File: config.mk
export PLATFORM = sky130hd
export DESIGN_NAME = shelf_rectangle_packer
export DESIGN_NICKNAME = d
export VERILOG_FILES = /design/src/rtl/core/srp_pkg.sv /design/src/rtl/core/srp_in_reg.sv /design/src/rtl/core/srp_place.sv /design/src/rtl/core/srp_out_reg.sv /design/src/rtl/core/shelf_rectangle_packer.sv
export SDC_FILE = /design/constraint.sdc
export NUM_CORES = 1
export LEC_CHECK = 0
export BUFFER_PORTS_ARGS = -buffer_cell sky130_fd_sc_hd__buf_2
export CAP_MARGIN = 20
export CELL_PAD_IN_SITES_DETAIL_PLACEMENT = 2
export CELL_PAD_IN_SITES_GLOBAL_PLACEMENT = 2
export CORE_MARGIN = 2
export CORE_UTILIZATION = 35
export CTS_CLUSTER_DIAMETER = 40
export DETAILED_ROUTE_END_ITERATION = 12
export PLACE_DENSITY_LB_ADDON = 0.05
export SLEW_MARGIN = 20
export SYNTH_ARGS = -nofsm -noshare
export SYNTH_HDL_FRONTEND = slang
export SYNTH_HIERARCHICAL = 1
export SYNTH_SLANG_ARGS = --single-unit
File: constraint.sdc
create_clock -name i_clk -period 11.3 [get_ports i_clk]
set_clock_uncertainty 0.15 [all_clocks]
set_input_delay 0.565 -clock i_clk [delete_from_list [all_inputs] [get_ports i_clk]]
set_output_delay 0.565 -clock i_clk [all_outputs]
set_load 0.005 [all_outputs]
File: src/rtl/core/srp_pkg.sv
// Shared types, constants and helper functions of the shelf rectangle packer.
`timescale 1ns / 1ps

package srp_pkg;

    localparam int SIDE_W  = 15;
    localparam int INDEX_W = 16;
    localparam int POW2_W  = 16;

    localparam logic [SIDE_W-1:0] C_MAX_SIDE   = 15'd16384;
    localparam logic [SIDE_W-1:0] C_ATLAS_RST  = 15'd2048;
    localparam logic [SIDE_W-1:0] C_SAT_SIDE   = 15'h7FFF;

    typedef enum logic {
        KIND_CLOSE = 1'b0,
        KIND_PLACE = 1'b1
    } t_kind;

    typedef struct packed {
        logic              fin;
        logic [SIDE_W-1:0] h;
        logic [SIDE_W-1:0] w;
    } t_rect;

    typedef struct packed {
        t_kind              kind;
        logic [INDEX_W-1:0] atlas;
        logic [SIDE_W-1:0]  x;
        logic [SIDE_W-1:0]  y;
        logic [POW2_W-1:0]  wp2;
        logic [POW2_W-1:0]  hp2;
        logic               single;
        logic               run_end;
    } t_record;

    // Smallest power of two not below v; zero and one both give one.
    function automatic logic [POW2_W-1:0] round_pow2(input logic [SIDE_W-1:0] v);
        logic [POW2_W-1:0] m;
        m = {1'b0, v} - 16'd1;
        m = m | (m >> 1);
        m = m | (m >> 2);
        m = m | (m >> 4);
        m = m | (m >> 8);
        if (v == '0) begin
            return 16'd1;
        end
        return m + 16'd1;
    endfunction

    // Clamp a 16-bit sum back to the 15-bit range.
    function automatic logic [SIDE_W-1:0] sat15(input logic [SIDE_W:0] v);
        return v[SIDE_W] ? C_SAT_SIDE : v[SIDE_W-1:0];
    endfunction

endpackage

File: src/rtl/core/srp_in_reg.sv
// Input register: clamps the rectangle sides and holds the item for the placer.
`timescale 1ns / 1ps

module srp_in_reg
    import srp_pkg::*;
(
    input  logic              i_clk,
    input  logic              i_rst_n,
    input  logic              i_valid,
    output logic              o_ready,
    input  logic [SIDE_W-1:0] i_w,
    input  logic [SIDE_W-1:0] i_h,
    input  logic              i_fin,
    input  logic              i_consume,
    output logic              o_valid,
    output t_rect             o_rect
);

    logic  r_valid;
    t_rect r_rect;
    t_rect n_rect;

    assign o_ready = !r_valid || i_consume;
    assign o_valid = r_valid;
    assign o_rect  = r_rect;

    always_comb begin
        n_rect.w   = (i_w > C_MAX_SIDE) ? C_MAX_SIDE : i_w;
        n_rect.h   = (i_h > C_MAX_SIDE) ? C_MAX_SIDE : i_h;
        n_rect.fin = i_fin;
    end

    always_ff @(posedge i_clk) begin
        if (!i_rst_n) begin
            r_valid <= 1'b0;
        end else if (o_ready) begin
            r_valid <= i_valid;
        end
    end

    always_ff @(posedge i_clk) begin
        if (o_ready && i_valid) begin
            r_rect <= n_rect;
        end
    end

endmodule

File: src/rtl/core/srp_place.sv
// Shelf placer: atlas state, placement arithmetic and close record generation.
`timescale 1ns / 1ps

module srp_place
    import srp_pkg::*;
(
    input  logic              i_clk,
    input  logic              i_rst_n,
    input  logic              i_cfg_we,
    input  logic [SIDE_W-1:0] i_cfg_wdata,
    input  logic              i_valid,
    input  t_rect             i_rect,
    input  logic              i_space,
    output logic              o_consume,
    output logic              o_fire,
    output t_record           o_record
);

    logic [SIDE_W-1:0]  r_size;
    logic [SIDE_W-1:0]  r_cx, r_cy, r_sh, r_uw, r_uh;
    logic [INDEX_W-1:0] r_index;
    logic [1:0]         r_rc;
    logic               r_post;

    logic [SIDE_W-1:0]  n_cx, n_cy, n_sh, n_uw, n_uh;
    logic [INDEX_W-1:0] n_index;
    logic [1:0]         n_rc;
    logic               n_post;

    logic [SIDE_W-1:0]  size_eff;
    logic [SIDE_W:0]    sum_x, sum_y, sum_h, end_x, end_y;
    logic               wrap, ovf, pre_close;
    logic [SIDE_W-1:0]  cx1, cy1, sh1, px, py, sh_base, sh_new;
    logic [SIDE_W-1:0]  cx_new, ey_sat, uw_new, uh_new;
    logic [1:0]         rc_new;
    t_record            close_rec, place_rec;

    // Placement arithmetic for the item against the current shelf.
    always_comb begin
        size_eff = (r_size == '0) ? 15'd1 : ((r_size > C_MAX_SIDE) ? C_MAX_SIDE : r_size);
        sum_x    = {1'b0, r_cx} + {1'b0, i_rect.w};
        wrap     = sum_x > {1'b0, size_eff};
        sum_y    = {1'b0, r_cy} + {1'b0, r_sh};
        cx1      = wrap ? '0 : r_cx;
        cy1      = wrap ? sat15(sum_y) : r_cy;
        sh1      = wrap ? '0 : r_sh;
        sum_h    = {1'b0, cy1} + {1'b0, i_rect.h};
        ovf      = sum_h > {1'b0, size_eff};
        pre_close = ovf && (r_rc != 2'd0);
        px       = ovf ? '0 : cx1;
        py       = ovf ? '0 : cy1;
        sh_base  = ovf ? '0 : sh1;
        sh_new   = (i_rect.h > sh_base) ? i_rect.h : sh_base;
        end_x    = {1'b0, px} + {1'b0, i_rect.w};
        end_y    = {1'b0, py} + {1'b0, i_rect.h};
        cx_new   = sat15(end_x);
        ey_sat   = sat15(end_y);
        uw_new   = (cx_new > r_uw) ? cx_new : r_uw;
        uh_new   = (ey_sat > r_uh) ? ey_sat : r_uh;
        rc_new   = (r_rc == 2'd2) ? 2'd2 : r_rc + 2'd1;
    end

    always_comb begin
        close_rec         = '0;
        close_rec.kind    = KIND_CLOSE;
        close_rec.atlas   = r_index;
        close_rec.wp2     = round_pow2(r_uw);
        close_rec.hp2     = round_pow2(r_uh);
        close_rec.single  = (r_rc == 2'd1);
        close_rec.run_end = r_post;

        place_rec         = '0;
        place_rec.kind    = KIND_PLACE;
        place_rec.atlas   = r_index;
        place_rec.x       = px;
        place_rec.y       = py;
        place_rec.run_end = !i_rect.fin;
    end

    assign o_fire = i_valid && i_space;

    always_comb begin
        n_cx      = r_cx;
        n_cy      = r_cy;
        n_sh      = r_sh;
        n_uw      = r_uw;
        n_uh      = r_uh;
        n_index   = r_index;
        n_rc      = r_rc;
        n_post    = r_post;
        o_consume = 1'b0;
        o_record  = place_rec;
        if (r_post || pre_close) begin
            o_record = close_rec;
            if (o_fire) begin
                n_cx      = '0;
                n_cy      = '0;
                n_sh      = '0;
                n_uw      = '0;
                n_uh      = '0;
                n_rc      = 2'd0;
                n_index   = r_index + 16'd1;
                n_post    = 1'b0;
                o_consume = r_post;
            end
        end else if (o_fire) begin
            n_cx      = cx_new;
            n_cy      = py;
            n_sh      = sh_new;
            n_uw      = uw_new;
            n_uh      = uh_new;
            n_rc      = rc_new;
            n_post    = i_rect.fin;
            o_consume = !i_rect.fin;
        end
    end

    always_ff @(posedge i_clk) begin
        if (!i_rst_n) begin
            r_size  <= C_ATLAS_RST;
            r_cx    <= '0;
            r_cy    <= '0;
            r_sh    <= '0;
            r_uw    <= '0;
            r_uh    <= '0;
            r_index <= '0;
            r_rc    <= 2'd0;
            r_post  <= 1'b0;
        end else begin
            if (i_cfg_we) begin
                r_size <= i_cfg_wdata;
            end
            r_cx    <= n_cx;
            r_cy    <= n_cy;
            r_sh    <= n_sh;
            r_uw    <= n_uw;
            r_uh    <= n_uh;
            r_index <= n_index;
            r_rc    <= n_rc;
            r_post  <= n_post;
        end
    end

endmodule

File: src/rtl/core/srp_out_reg.sv
// Output register: holds one result item until the downstream side takes it.
`timescale 1ns / 1ps

module srp_out_reg
    import srp_pkg::*;
(
    input  logic    i_clk,
    input  logic    i_rst_n,
    input  logic    i_load,
    input  t_record i_record,
    input  logic    i_ready,
    output logic    o_space,
    output logic    o_valid,
    output t_record o_record
);

    logic    r_valid;
    t_record r_record;

    assign o_space  = !r_valid || i_ready;
    assign o_valid  = r_valid;
    assign o_record = r_record;

    always_ff @(posedge i_clk) begin
        if (!i_rst_n) begin
            r_valid <= 1'b0;
        end else if (o_space) begin
            r_valid <= i_load;
        end
    end

    always_ff @(posedge i_clk) begin
        if (i_load) begin
            r_record <= i_record;
        end
    end

endmodule

File: src/rtl/core/shelf_rectangle_packer.sv
// Top level of the shelf next-fit rectangle packer.
//
// Each input item is one rectangle; it is placed at the cursor of the current
// shelf of the open square atlas, a new shelf being started when it would pass
// the right edge and a new atlas when it would pass the bottom edge. Every
// rectangle gives a placement record; a closing atlas gives a close record
// with its used extent rounded up to powers of two and a single-image flag,
// and an atlas that never received a rectangle is never closed or numbered.
// A rectangle item normally gives one record, so a placement can be accepted on
// every clock while the output register has space; each close record it causes
// (overflow into a new atlas, or the final rectangle of a list) holds the item
// for one more record, because the placer hands exactly one record per cycle to
// the single output register while it has space. An accepted item waits in
// the input register, and its first record is loaded into the output register
// when the placer fires. The atlas side register resets to 2048 and should
// only be written while no item is in flight; zero acts as one and values
// above 16384 act as 16384. Sides above 16384 saturate to 16384 on entry.
`timescale 1ns / 1ps

module shelf_rectangle_packer
    import srp_pkg::*;
(
    input  logic        i_clk,
    input  logic        i_rst_n,
    input  logic        i_cfg_we,
    input  logic [14:0] i_cfg_wdata,   // atlas_size
    input  logic        s_tvalid,
    output logic        s_tready,
    input  logic [31:0] s_tdata,       // rect_width[14:0], rect_height[29:15], zero pad
    input  logic        s_tlast,       // final_rect
    output logic        m_tvalid,
    input  logic        m_tready,
    output logic [79:0] m_tdata,       // atlas_number[15:0], place_x[30:16],
                                       // place_y[45:31], atlas_width_pow2[61:46],
                                       // atlas_height_pow2[77:62], single_image[78],
                                       // zero pad
    output logic [0:0]  m_tuser,       // record_kind
    output logic        m_tlast        // run_end
);

    logic    w_in_valid;
    t_rect   w_rect;
    logic    w_consume;
    logic    w_fire;
    logic    w_space;
    t_record w_record;
    t_record w_out;

    srp_in_reg u_in_reg (
        .i_clk     (i_clk),
        .i_rst_n   (i_rst_n),
        .i_valid   (s_tvalid),
        .o_ready   (s_tready),
        .i_w       (s_tdata[14:0]),
        .i_h       (s_tdata[29:15]),
        .i_fin     (s_tlast),
        .i_consume (w_consume),
        .o_valid   (w_in_valid),
        .o_rect    (w_rect)
    );

    srp_place u_place (
        .i_clk       (i_clk),
        .i_rst_n     (i_rst_n),
        .i_cfg_we    (i_cfg_we),
        .i_cfg_wdata (i_cfg_wdata),
        .i_valid     (w_in_valid),
        .i_rect      (w_rect),
        .i_space     (w_space),
        .o_consume   (w_consume),
        .o_fire      (w_fire),
        .o_record    (w_record)
    );

    srp_out_reg u_out_reg (
        .i_clk    (i_clk),
        .i_rst_n  (i_rst_n),
        .i_load   (w_fire),
        .i_record (w_record),
        .i_ready  (m_tready),
        .o_space  (w_space),
        .o_valid  (m_tvalid),
        .o_record (w_out)
    );

    assign m_tdata = {1'b0, w_out.single, w_out.hp2, w_out.wp2,
                      w_out.y, w_out.x, w_out.atlas};
    assign m_tuser = w_out.kind;
    assign m_tlast = w_out.run_end;

    // A close record always reports power-of-two extents.
    a_close_pow2: assert property (@(posedge i_clk) disable iff (!i_rst_n)
        (m_tvalid && m_tuser == KIND_CLOSE) |-> ($onehot(w_out.wp2) && $onehot(w_out.hp2)))
        else $error("close record with an extent that is not a power of two");

    // Only close records may carry the single-image flag or extents.
    a_place_clean: assert property (@(posedge i_clk) disable iff (!i_rst_n)
        (m_tvalid && m_tuser == KIND_PLACE) |->
            (!w_out.single && w_out.wp2 == '0 && w_out.hp2 == '0))
        else $error("placement record carries close fields");

    // The input item is released only when a record is actually issued.
    a_consume_fire: assert property (@(posedge i_clk) disable iff (!i_rst_n)
        w_consume |-> (w_fire && w_in_valid))
        else $error("input item released without issuing a record");

endmodule

==> flow_metrics.py <==
metrics = {
    "final_layout": {
        "finalNetCount": 2182,
        "nFillCells": 4667,
        "fin_area_um2": 20000,
        "seqCellArea_um2": 5585,
        "drive_gt1_frac": 0.2656,
        "syn2layout_area_growth_pct": 30.30,
        "multi_input_area_um2": 9522,
    },
    "clock_network": {
        "cts_buffers": 49,
        "htree_levels": 2,
        "cts_buffer_depth": 3,
        "cts_root_buf": "clkbuf_16",
        "cts.sinks": 223,
        "tritoncts": "built",
        "clkTransAtPathRegs_ps": 50,
        "clk_latency_ps": 580,
    },
    "synth": {
        "synthDominantAreaCellType": "edfxtp_1",
        "syn_area_per_cell_um2": 9.256,
        "synth_edf_count": 112,
        "yosysWarningCount": 6,
        "ys_ff_latch": 223,
        "synthesis.instances": 1658,
        "synthFlopType": "edfxtp_1",
        "synth.top_cells.by_area": "edfxtp_1 (22%), dfxtp_1 (14%), ha_1 (13%)",
        "synth_nets": 1877,
        "synth_commonest_cells": "ha_1 (161), nor2_1 (130), nand2_1 (125)",
        "yosysSeqAreaShare": 0.3639,
        "syn_area_um2": 15350,
        "yosysMostFrequentCell": "ha_1",
        "netlist.area_leader.share": 0.2191,
        "synthDistinctLibCells": 103,
        "ys_async_sr_fraction": 0,
    },
    "worst_setup_path": {
        "slowest_delay_ps": 410,
        "crit_start": "u_in_reg/o_rect[0]$_SDFFCE_PN0P_",
        "r2r-end": "u_place/r_uw[10]$_SDFFE_PN0P_",
        "critPathArrivalTime_ps": 11400,
        "critPathRequiredTime_ps": 11640,
        "worstSetupEndpointType": "flip-flop",
        "crit_fanout": 15,
        "cp-start-kind": "flip-flop",
        "r2r_cells": 48,
        "crit_end": "u_place/r_uw[10]$_SDFFE_PN0P_",
        "critical_path_class": "flip-flop to flip-flop",
        "reg2reg_slack_ps": 240,
        "reg2reg_from": "u_in_reg/o_rect[0]$_SDFFCE_PN0P_",
        "cp_slowest_cell": "edfxtp_1",
    },
    "sta": {
        "maxSlewHeadroom": 0.3618,
        "rsz0062_at_grt": "true",
        "finalSetupViolCount": 0,
        "finalHoldViolations": 0,
        "tightest_slew_ps": 943.9,
        "min_period_over_period": 0.9787,
        "post-route-min-period_ps": 11060,
        "drv_slew": 0,
        "fmax_mhz": 90.42,
    },
    "drt": {
        "routedWlPerCell_um": 21.60,
        "first_iter_violations": 512,
        "viasPerCell": 5.484,
        "drt_first_pass_iters": 5,
        "drc": 0,
        "num_vias": 14200,
        "ant_nets": 0,
        "wl_um": 55940,
    },
    "run": {
        "cap_violations": 0,
    },
    "global_routing": {
        "grt_usage": 0.2428,
        "grt_pass1_vias": 15240,
        "gr-total-overflow": 0,
        "grt_pass1_wl_um": 85790,
        "grt_max_degree": 72,
        "antenna_found_initial": 3,
    },
    "placed_design": {
        "portBuffers": 133,
        "dp_hpwl_um": 41780,
        "gp_congestion": 0.8602,
        "place_area_um2": 17700,
    },
    "die": {
        "die_area_um2": 45540,
        "rows": 76,
        "die_height_um": 213.4,
        "initial_core_util": 0.3555,
        "fp.coreArea_um2": 43170,
        "io_pins": 137,
        "die_w_um": 213.4,
    },
    "power_and_ir_drop": {
        "power.density_nw_per_um2": 365.3,
        "leakage_nw": 8.468,
        "vdd_drop_max_v": 0.0001936,
        "power_mw": 7.306,
    },
    "outcome": {
        "status": "completed",
    },
    "worst_hold_path": {
        "hp-start": "i_cfg_wdata[11]",
        "hp-class": "primary input to flip-flop",
    },
}
==> repair_timing <==
item	4_1_cts	5_1_grt
endpoints found under the hold margin	1	0
pin swaps	11	46
setup buffers	7	11
gates resized for setup	26	77
hold buffers	1	0
cloned	1	0
setup endpoints to repair	30	30
==> layout by cell type, fill, tap and decap left out, types with 40 or more instances in the layout <==
master	netlist	routed
edfxtp_1	112	112
nor2_1	130	123
a21oi_1	99	87
inv_1	96	93
a22o_1	40	40
xnor2_1	51	49
clkbuf_16	0	51
nand2_1	125	124
ha_1	161	147
o21ai_0	73	58
buf_2	9	133
buf_4	2	172
dfxtp_1	111	111
==> cell type report <==
| cell class | instances | area share |
|---|---|---|
| diodes | 2 | 0.0002503 |
| clock buffers | 56 | 0.06626 |
| clock inverters | 35 | 0.01714 |
| inverters | 100 | 0.01890 |
| multi-input cells | 1272 | 0.4761 |
| flip-flops and latches | 223 | 0.2793 |
| well taps | 585 | 0.03660 |
| repair buffers | 317 | 0.1054 |
==> worst min path at each step <==
stage                                                  end  slack, ps  cells past startpoint
after global placement        u_place/r_rc[1]$_SDFFE_PN0P_        290                      2
after detailed placement  u_out_reg/o_record[75]$_DFFE_PP_        300                      0
after global routing       u_place/r_size[11]$_SDFFE_PN1P_         70                      3
final                      u_place/r_size[11]$_SDFFE_PN1P_        100                      3
after floorplan           u_out_reg/o_record[79]$_DFFE_PP_        270                      0
after CTS                  u_place/r_size[11]$_SDFFE_PN1P_         60                      3
==> worst max-delay path, delay by kind of cell, from the launching register on <==
family                     cells  cell delay, ps
buffers and inverters          8            1200
adders and majority gates      7            2000
DFF                            1             410
xor gates and xnor gates       2             250
and+or+nand+nor                8            1790
AOI/OAI and AO/OA             23            5170
==> through the flow <==
step	hold slack (ps)	util	setup WS, ps	setup TNS (ps)	std cells
after floorplan	271.3	-	382.8	0	1658
after global placement	288.4	0.4100	-85.75	-1313	2477
after detailed placement	303.3	0.4100	-498.6	-13860	2477
after CTS	58.30	0.4528	5.577	0	2577
after global routing	71.93	0.4631	-281.3	-7335	2588
final	96.30	0.4632	240.1	0	2590
==> power by group <==
group | switching (mW) | leakage (nW) | total [mW] | internal, mW
sequential | 0.148 | 2.00 | 1.15 | 0.998
combinational | 2.65 | 5.65 | 4.72 | 2.08
clock | 0.499 | 0.818 | 1.44 | 0.939
total | 3.29 | 8.47 | 7.31 | 4.01
==> flip-flops by register name, summed over array words and instances (netlist names), 2 cells and up <==
register	count
u_place/r_index	16
u_place/r_cx	15
u_in_reg/o_rect	31
u_place/r_uh	15
u_place/r_size	15
u_place/r_cy	15
u_place/r_uw	15
u_place/r_rc	2
u_place/r_sh	15
u_out_reg/o_record	81
==> cell families after synthesis <==
logic type,after synthesis,synth area share
and+or+nand+nor,594,0.2072
AOI/OAI and AO/OA,423,0.1949
DFF,223,0.3639
adders and majority gates,166,0.1378
buffers and inverters,163,0.04362
xor gates and xnor gates,64,0.03652
muxes,24,0.01582
other,1,0.0002443
==> layer usage <==
layer	vias to the layer above	GRT usage	wire (um)
met2	226	0.4160	26920
met1	7085	0.3177	25860
met4	2	0.06657	1221
li1	6814	-	-
met3	76	0.03735	1926
met5	-	0	13
Power figures use the tool's default switching activity.
